## src/design/lr_pkg.sv

```systemverilog
// ----------------------------------------------------------------------------
// lr_pkg: shared types, constants and helpers for the line rasterizer
// Grid geometry, controller states and the control/status bundles that run
// between the controller and the datapath.
// ----------------------------------------------------------------------------
package lr_pkg;

  localparam int GRID_SIZE = 64;
  localparam int COORD_W   = 6;
  localparam int COLOR_W   = 32;

  typedef logic [COORD_W-1:0] coord_t;

  typedef enum logic [1:0] {
    ST_IDLE,
    ST_SETUP,
    ST_EMIT
  } lr_state_e;

  typedef struct packed {
    logic load;   // capture a new segment
    logic setup;  // derive axes, span and slope terms
    logic step;   // advance to the next pixel
  } lr_cmd_t;

  typedef struct packed {
    logic last;   // current pixel closes the segment
  } lr_status_t;

  // Saturate a coordinate to the grid.
  function automatic coord_t clamp_coord(input coord_t c);
    coord_t res;
    res = c;
    if ({1'b0, c} >= (COORD_W + 1)'(GRID_SIZE)) begin
      res = COORD_W'(GRID_SIZE - 1);
    end
    return res;
  endfunction

endpackage

```

## src/design/line_rasterizer.sv

```systemverilog
// ----------------------------------------------------------------------------
// line_rasterizer: interpolated DDA line rasterization on a square grid
// First pixel is valid after a segment transfer once the setup state has
// run. A segment of major span S then streams S+1 pixels, one per output
// cycle while out_ready_i is high; no new segment is taken until the last
// pixel has transferred.
// Reset returns the controller to idle; segment registers are not reset.
// ----------------------------------------------------------------------------
module line_rasterizer
  import lr_pkg::*;
(
  input  logic               clk_i,
  input  logic               rst_ni,
  input  logic               in_valid_i,
  output logic               in_ready_o,
  input  coord_t             start_x_i,
  input  coord_t             start_y_i,
  input  coord_t             end_x_i,
  input  coord_t             end_y_i,
  input  logic [COLOR_W-1:0] color_i,
  output logic               out_valid_o,
  input  logic               out_ready_i,
  output coord_t             pixel_x_o,
  output coord_t             pixel_y_o,
  output logic [COLOR_W-1:0] pixel_color_o,
  output logic               last_o
);

  lr_cmd_t    cmd;
  lr_status_t status;

  lr_ctrl u_ctrl (
    .clk_i       (clk_i),
    .rst_ni      (rst_ni),
    .in_valid_i  (in_valid_i),
    .in_ready_o  (in_ready_o),
    .out_valid_o (out_valid_o),
    .out_ready_i (out_ready_i),
    .status_i    (status),
    .cmd_o       (cmd)
  );

  lr_datapath u_datapath (
    .clk_i         (clk_i),
    .cmd_i         (cmd),
    .status_o      (status),
    .start_x_i     (start_x_i),
    .start_y_i     (start_y_i),
    .end_x_i       (end_x_i),
    .end_y_i       (end_y_i),
    .color_i       (color_i),
    .pixel_x_o     (pixel_x_o),
    .pixel_y_o     (pixel_y_o),
    .pixel_color_o (pixel_color_o),
    .last_o        (last_o)
  );

  // no new segment while pixels are pending
  a_busy_blocks_input: assert property (@(posedge clk_i) disable iff (!rst_ni)
    out_valid_o |-> !in_ready_o)
    else $error("input ready while pixels pending");

  // setup cycle separates capture and first pixel
  a_setup_gap: assert property (@(posedge clk_i) disable iff (!rst_ni)
    (in_valid_i && in_ready_o) |=> (!out_valid_o && !in_ready_o && !cmd.step))
    else $error("pixel or input right after segment transfer");

  // pixels keep coming until the last one
  a_stream_continues: assert property (@(posedge clk_i) disable iff (!rst_ni)
    (out_valid_o && out_ready_i && !last_o) |=> out_valid_o)
    else $error("segment stream broke before last pixel");

  // last pixel transfer frees the block
  a_last_frees: assert property (@(posedge clk_i) disable iff (!rst_ni)
    (out_valid_o && out_ready_i && last_o) |=> (in_ready_o && !out_valid_o))
    else $error("block not idle after last pixel");

endmodule

```

## src/design/lr_ctrl.sv

```systemverilog
// ----------------------------------------------------------------------------
// lr_ctrl: sequencing of the line rasterizer
// Takes a segment, spends a setup state, then walks its pixels one per
// output transfer until the last one is taken.
// ----------------------------------------------------------------------------
module lr_ctrl
  import lr_pkg::*;
(
  input  logic       clk_i,
  input  logic       rst_ni,
  input  logic       in_valid_i,
  output logic       in_ready_o,
  output logic       out_valid_o,
  input  logic       out_ready_i,
  input  lr_status_t status_i,
  output lr_cmd_t    cmd_o
);

  lr_state_e state_q, state_d;

  always_ff @(posedge clk_i or negedge rst_ni) begin
    if (!rst_ni) begin
      state_q <= ST_IDLE;
    end else begin
      state_q <= state_d;
    end
  end

  always_comb begin
    state_d = state_q;
    case (state_q)
      ST_IDLE: begin
        if (in_valid_i) state_d = ST_SETUP;
      end
      ST_SETUP: begin
        state_d = ST_EMIT;
      end
      ST_EMIT: begin
        if (out_ready_i && status_i.last) state_d = ST_IDLE;
      end
      default: begin
        state_d = ST_IDLE;
      end
    endcase
  end

  always_comb begin
    in_ready_o  = 1'b0;
    out_valid_o = 1'b0;
    cmd_o       = '0;
    case (state_q)
      ST_IDLE: begin
        in_ready_o = 1'b1;
        cmd_o.load = in_valid_i;
      end
      ST_SETUP: begin
        cmd_o.setup = 1'b1;
      end
      ST_EMIT: begin
        out_valid_o = 1'b1;
        cmd_o.step  = out_ready_i && !status_i.last;
      end
      default: begin
        in_ready_o = 1'b0;
      end
    endcase
  end

endmodule

```

## src/design/lr_datapath.sv

```systemverilog
// ----------------------------------------------------------------------------
// lr_datapath: segment registers and incremental interpolation
// Keeps the minor coordinate as quotient and remainder of the exact
// interpolation and updates both with one add and compare per pixel.
// ----------------------------------------------------------------------------
module lr_datapath
  import lr_pkg::*;
(
  input  logic               clk_i,
  input  lr_cmd_t            cmd_i,
  output lr_status_t         status_o,
  input  coord_t             start_x_i,
  input  coord_t             start_y_i,
  input  coord_t             end_x_i,
  input  coord_t             end_y_i,
  input  logic [COLOR_W-1:0] color_i,
  output coord_t             pixel_x_o,
  output coord_t             pixel_y_o,
  output logic [COLOR_W-1:0] pixel_color_o,
  output logic               last_o
);

  coord_t             ax_q, ay_q, bx_q, by_q;
  logic [COLOR_W-1:0] color_q;
  logic               steep_q, dneg_q;
  coord_t             m_q, m1_q, span_q, dabs_q, quo_q;
  logic [COORD_W:0]   rem_q;

  // Setup terms
  coord_t adx, ady, m0, n0, m1, n1, pm0, pn0, pm1, pn1;
  logic   steep;

  always_comb begin
    adx   = (ax_q > bx_q) ? ax_q - bx_q : bx_q - ax_q;
    ady   = (ay_q > by_q) ? ay_q - by_q : by_q - ay_q;
    steep = adx < ady;
    pm0   = steep ? ay_q : ax_q;
    pn0   = steep ? ax_q : ay_q;
    pm1   = steep ? by_q : bx_q;
    pn1   = steep ? bx_q : by_q;
    // order so the major coordinate runs upward
    if (pm0 > pm1) begin
      m0 = pm1; n0 = pn1; m1 = pm0; n1 = pn0;
    end else begin
      m0 = pm0; n0 = pn0; m1 = pm1; n1 = pn1;
    end
  end

  // Step terms: the slope magnitude never exceeds the span, so one
  // correction keeps the remainder in range.
  logic [COORD_W:0] span_ext, dabs_ext, rem_up, rem_dn, rem_next;
  logic             quo_inc, quo_dec;

  always_comb begin
    span_ext = {1'b0, span_q};
    dabs_ext = {1'b0, dabs_q};
    rem_up   = rem_q + dabs_ext;
    rem_dn   = rem_q + span_ext - dabs_ext;
    quo_inc  = 1'b0;
    quo_dec  = 1'b0;
    if (!dneg_q) begin
      if (rem_up >= span_ext) begin
        rem_next = rem_up - span_ext;
        quo_inc  = 1'b1;
      end else begin
        rem_next = rem_up;
      end
    end else begin
      if (rem_q >= dabs_ext) begin
        rem_next = rem_q - dabs_ext;
      end else begin
        rem_next = rem_dn;
        quo_dec  = 1'b1;
      end
    end
  end

  always_ff @(posedge clk_i) begin
    if (cmd_i.load) begin
      ax_q    <= clamp_coord(start_x_i);
      ay_q    <= clamp_coord(start_y_i);
      bx_q    <= clamp_coord(end_x_i);
      by_q    <= clamp_coord(end_y_i);
      color_q <= color_i;
    end
    if (cmd_i.setup) begin
      steep_q <= steep;
      m_q     <= m0;
      m1_q    <= m1;
      span_q  <= m1 - m0;
      dneg_q  <= n1 < n0;
      dabs_q  <= (n1 < n0) ? n0 - n1 : n1 - n0;
      quo_q   <= n0;
      rem_q   <= '0;
    end else if (cmd_i.step) begin
      m_q   <= m_q + 1'b1;
      rem_q <= rem_next;
      if (quo_inc) quo_q <= quo_q + 1'b1;
      else if (quo_dec) quo_q <= quo_q - 1'b1;
    end
  end

  assign status_o.last = (m_q == m1_q);
  assign pixel_x_o     = steep_q ? quo_q : m_q;
  assign pixel_y_o     = steep_q ? m_q : quo_q;
  assign pixel_color_o = color_q;
  assign last_o        = status_o.last;

endmodule
```

## config.mk

```make
export PLATFORM = sky130hd
export DESIGN_NAME = line_rasterizer
export DESIGN_NICKNAME = d
export VERILOG_FILES = /design/src/design/lr_pkg.sv /design/src/design/line_rasterizer.sv /design/src/design/lr_ctrl.sv /design/src/design/lr_datapath.sv
export SDC_FILE = /design/constraint.sdc
export NUM_CORES = 1
export LEC_CHECK = 0
export ABC_CLOCK_PERIOD_IN_PS = 10700
export BUFFER_PORTS_ARGS = -buffer_cell sky130_fd_sc_hd__buf_2
export CORE_MARGIN = 2
export CORE_UTILIZATION = 50
export CTS_BUF_LIST = sky130_fd_sc_hd__clkbuf_4 sky130_fd_sc_hd__clkbuf_8
export DETAILED_ROUTE_END_ITERATION = 7
export GPL_TIMING_DRIVEN = 0
export PLACE_DENSITY = 0.71
export SLEW_MARGIN = 10
export SYNTH_ARGS = -nofsm -noshare
export SYNTH_HDL_FRONTEND = slang
export SYNTH_SLANG_ARGS = --single-unit
```

## constraint.sdc

```tcl
create_clock -name clk_i -period 10.7 [get_ports clk_i]
set_input_delay 1.07 -clock clk_i [delete_from_list [all_inputs] [get_ports clk_i]]
set_output_delay 1.07 -clock clk_i [all_outputs]
set_load 0.02 [all_outputs]
```

==> results.py <==
metrics = {
    "status": {
        "outcome": "finished, final reports clean",
    },
    "grt": {
        "grt_pass1_wl_um": 28300,
        "grt_overflow": 0,
        "grtUsageMet3_pct": 4.72,
        "grt_usage_pct": 22.4,
        "grt_pass1_vias": 5716,
        "top_usage_layer": "met2",
        "grt_max_degree": 31,
        "grt_use_met1_pct": 28.3,
        "grt_antenna_before_repair": 0,
        "groute.layer.met2.usage_pct": 37.7,
    },
    "timing": {
        "slew-limit-headroom_pct": 34.6,
        "period_needed_ps": 9920,
        "rsz0062_at_grt": "false",
        "fmax_mhz": 101,
        "setup_viol": 0,
        "skew_ps": 20.7,
        "setup-tns-final_ps": 0,
        "worst_pin_slew_ps": 975,
        "drv_slew": 0,
        "finalHoldViolations": 0,
        "finalCritPeriodShare_pct": 92.7,
    },
    "yosys": {
        "yosys.area.top_type_share_pct": 35.5,
        "ys.flop_type": "edfxtp_1",
        "synth_common_cells": "93 x inv_1, 88 x edfxtp_1, 73 x ha_1",
        "syn_area_mm2": 0.00744,
        "syn_inst": 744,
        "synth-seq-cells": 97,
        "synth_edf_count": 88,
        "synth_top_area_cell": "edfxtp_1",
        "yosysUniqueCellTypes": 60,
        "ys.warnings.count": 0,
        "synth_nets": 893,
        "async_reset_ff_share_pct": 2.06,
        "yosysMostFrequentCell": "inv_1",
        "ys_seq_area_share_pct": 38.1,
        "yosys-top-cells-area": "edfxtp_1 36%, ha_1 12%, inv_1 4.7%, fa_1 4.3%, mux2i_1 4.3%",
        "synth_area_per_cell_um2": 10.0,
    },
    "worst_setup_path": {
        "crit_slowest_cell": "edfxtp_1",
        "endpoint_kind": "flip-flop",
        "worstPathMaxFanout": 10,
        "crit_top_cell": "a21o_1",
        "worst_ep_required_time_ps": 10850,
        "cpPeakStageDelay_ps": 510,
        "arrival_ps": 10070,
        "critPathKind": "reg -> reg",
        "critPathLaunchType": "flip-flop",
    },
    "place": {
        "hpwl_um": 14100,
        "routabilityCongestion": 0.949,
        "io_buffers": 106,
        "placed_area_mm2": 0.00822,
    },
    "clock_network": {
        "clk-insertion-delay-late_ps": 390,
        "cts_tree": "yes",
        "path_clk_slew_ps": 120,
        "cts_hold_buf": 0,
        "cts_buffer_depth": 2,
        "cts_buffers": 9,
        "clkSinkCount": 97,
        "cts_resized": 0,
        "cts_root_buf": "clkbuf_8",
        "htreeDepth": 3,
        "post_cts_buffers": 0,
    },
    "cells_and_area": {
        "layout-drive-gt1-share_pct": 18.7,
        "diodes": 0,
        "nNetsFinal": 1011,
        "area_growth_syn_to_layout_pct": 13.2,
        "stdcell_area_mm2": 0.00842,
    },
    "floorplanning": {
        "die_w_um": 126,
        "initial_core_util_pct": 51.2,
        "num_io_pins": 107,
        "coreArea_mm2": 0.0145,
        "chipHeight_um": 126,
        "core.rowCount": 44,
        "dieArea_mm2": 0.0159,
    },
    "routing": {
        "wl_um": 17500,
        "antenna_left": 0,
        "vias": 5814,
        "drc_errors": 0,
        "drtIter0Drc": 460,
        "first_pass_iters": 6,
        "wl_per_cell_um": 16.6,
        "avgViaCountPerCell": 5.53,
    },
    "min_path": {
        "hp-class": "in -> async",
    },
    "job": {
        "cap_violations": 0,
    },
}
kinds of logic after synthesis:
kind of cell	synth area share (%)
buffers and inverters	5.88
adders and majority gates	16.7
muxes	8.39
xor gates and xnor gates	5.41
AOI/OAI and AO/OA	16.2
DFF	38.1
and+or+nand+nor	9.35
placed cells by master, fill, tap and decap left out, types with 4 or more instances in the layout:
| cell type | synthesis | layout |
|---|---|---|
| nor3_1 | 5 | 5 |
| nor2_1 | 53 | 53 |
| o21a_1 | 5 | 5 |
| ha_1 | 73 | 73 |
| dfxtp_1 | 7 | 7 |
| clkbuf_1 | 11 | 11 |
| o21ai_0 | 37 | 37 |
| or3_1 | 4 | 4 |
| xnor2_1 | 31 | 31 |
| a211oi_1 | 12 | 12 |
| a211o_1 | 4 | 4 |
| mux2i_1 | 32 | 32 |
| nand2_1 | 50 | 50 |
| mux2_2 | 21 | 21 |
| edfxtp_1 | 88 | 88 |
| inv_1 | 93 | 93 |
| o21bai_1 | 6 | 6 |
| nor2b_1 | 9 | 9 |
| a21oi_1 | 57 | 57 |
| buf_2 | 5 | 111 |
| nand3_1 | 10 | 10 |
| a21o_1 | 24 | 24 |
| xor2_1 | 15 | 15 |
| fa_1 | 16 | 16 |
| nand2b_1 | 5 | 5 |
| o31ai_1 | 4 | 4 |
| clkbuf_8 | 0 | 9 |
| a31oi_1 | 9 | 9 |
per-stage QoR:
step | setup slack [ps] | cells | utilization [%] | hold WS, ps
6_report | 778 | 1051 | 58.0 | 441
5_1_grt | 154 | 1051 | 58.0 | 434
4_1_cts | 880 | 1051 | 58.0 | 432
3_5_place_dp | 908 | 1035 | 56.6 | 543
3_3_place_gp | 916 | 1034 | 56.4 | 510
2_1_floorplan | 2070 | 744 | - | 484
cell type report:
type / instances / area (um^2)
buffer: 19 / 77.6
clock buffer: 9 / 124
clock inverter: 7 / 76.3
fill: 1296 / 6110
inverter: 96 / 360
multi-input combinational: 532 / 4170
sequential: 97 / 2830
tap: 184 / 230
timing repair buffer: 107 / 551
layer usage:
| layer | part of all wire [%] | up-vias |
|---|---|---|
| li1 | - | 2867 |
| met1 | 43 | 2695 |
| met2 | 47 | 214 |
| met3 | 7.0 | 38 |
| met4 | 3.0 | 0 |
| met5 | 0 | - |
critical path: cells and delay by family, from the launching register on:
family / cells / cell delay, ps
adders and majority gates: 5 / 1750
muxes: 3 / 1050
buffers and inverters: 8 / 1800
and+or+nand+nor: 6 / 1340
DFF: 1 / 510
xor gates and xnor gates: 2 / 340
AOI/OAI and AO/OA: 18 / 2930
worst paths after layout:
| kind | end | slack, ps | from | depth (start not counted) |
|---|---|---|---|---|
| min in group clk_i | u_datapath.rem_q[3] | 560 | u_datapath.rem_q[3] | 2 |
| worst min-delay path | u_ctrl.state_q[0] | 440 | rst_ni | 1 |
| max in group asynchronous | u_ctrl.state_q[1] | 10170 | rst_ni | 1 |
| worst max register to register | u_datapath.dabs_q[5] | 780 | u_datapath.ax_q[0] | 42 |
| worst max-delay path | u_datapath.dabs_q[5] | 780 | u_datapath.ax_q[0] | 42 |
| worst min register to register | u_datapath.rem_q[3] | 560 | u_datapath.rem_q[3] | 2 |
flip-flops by register name (all words and copies together) (netlist names):
name and cells:
u_datapath.rem_q 7, u_datapath.span_q 6, u_datapath.dneg_q 1, u_datapath.steep_q 1
u_datapath.pixel_color_o 32, u_datapath.m_q 6, u_datapath.m1_q 6, u_datapath.dabs_q 6
u_ctrl.state_q 2, u_datapath.ay_q 6, u_datapath.ax_q 6, u_datapath.quo_q 6
u_datapath.by_q 6, u_datapath.bx_q 6
Power is left out: the tool's default activity adds up to more than one toggle a clock period on the data nets, which glitch-free logic cannot reach.
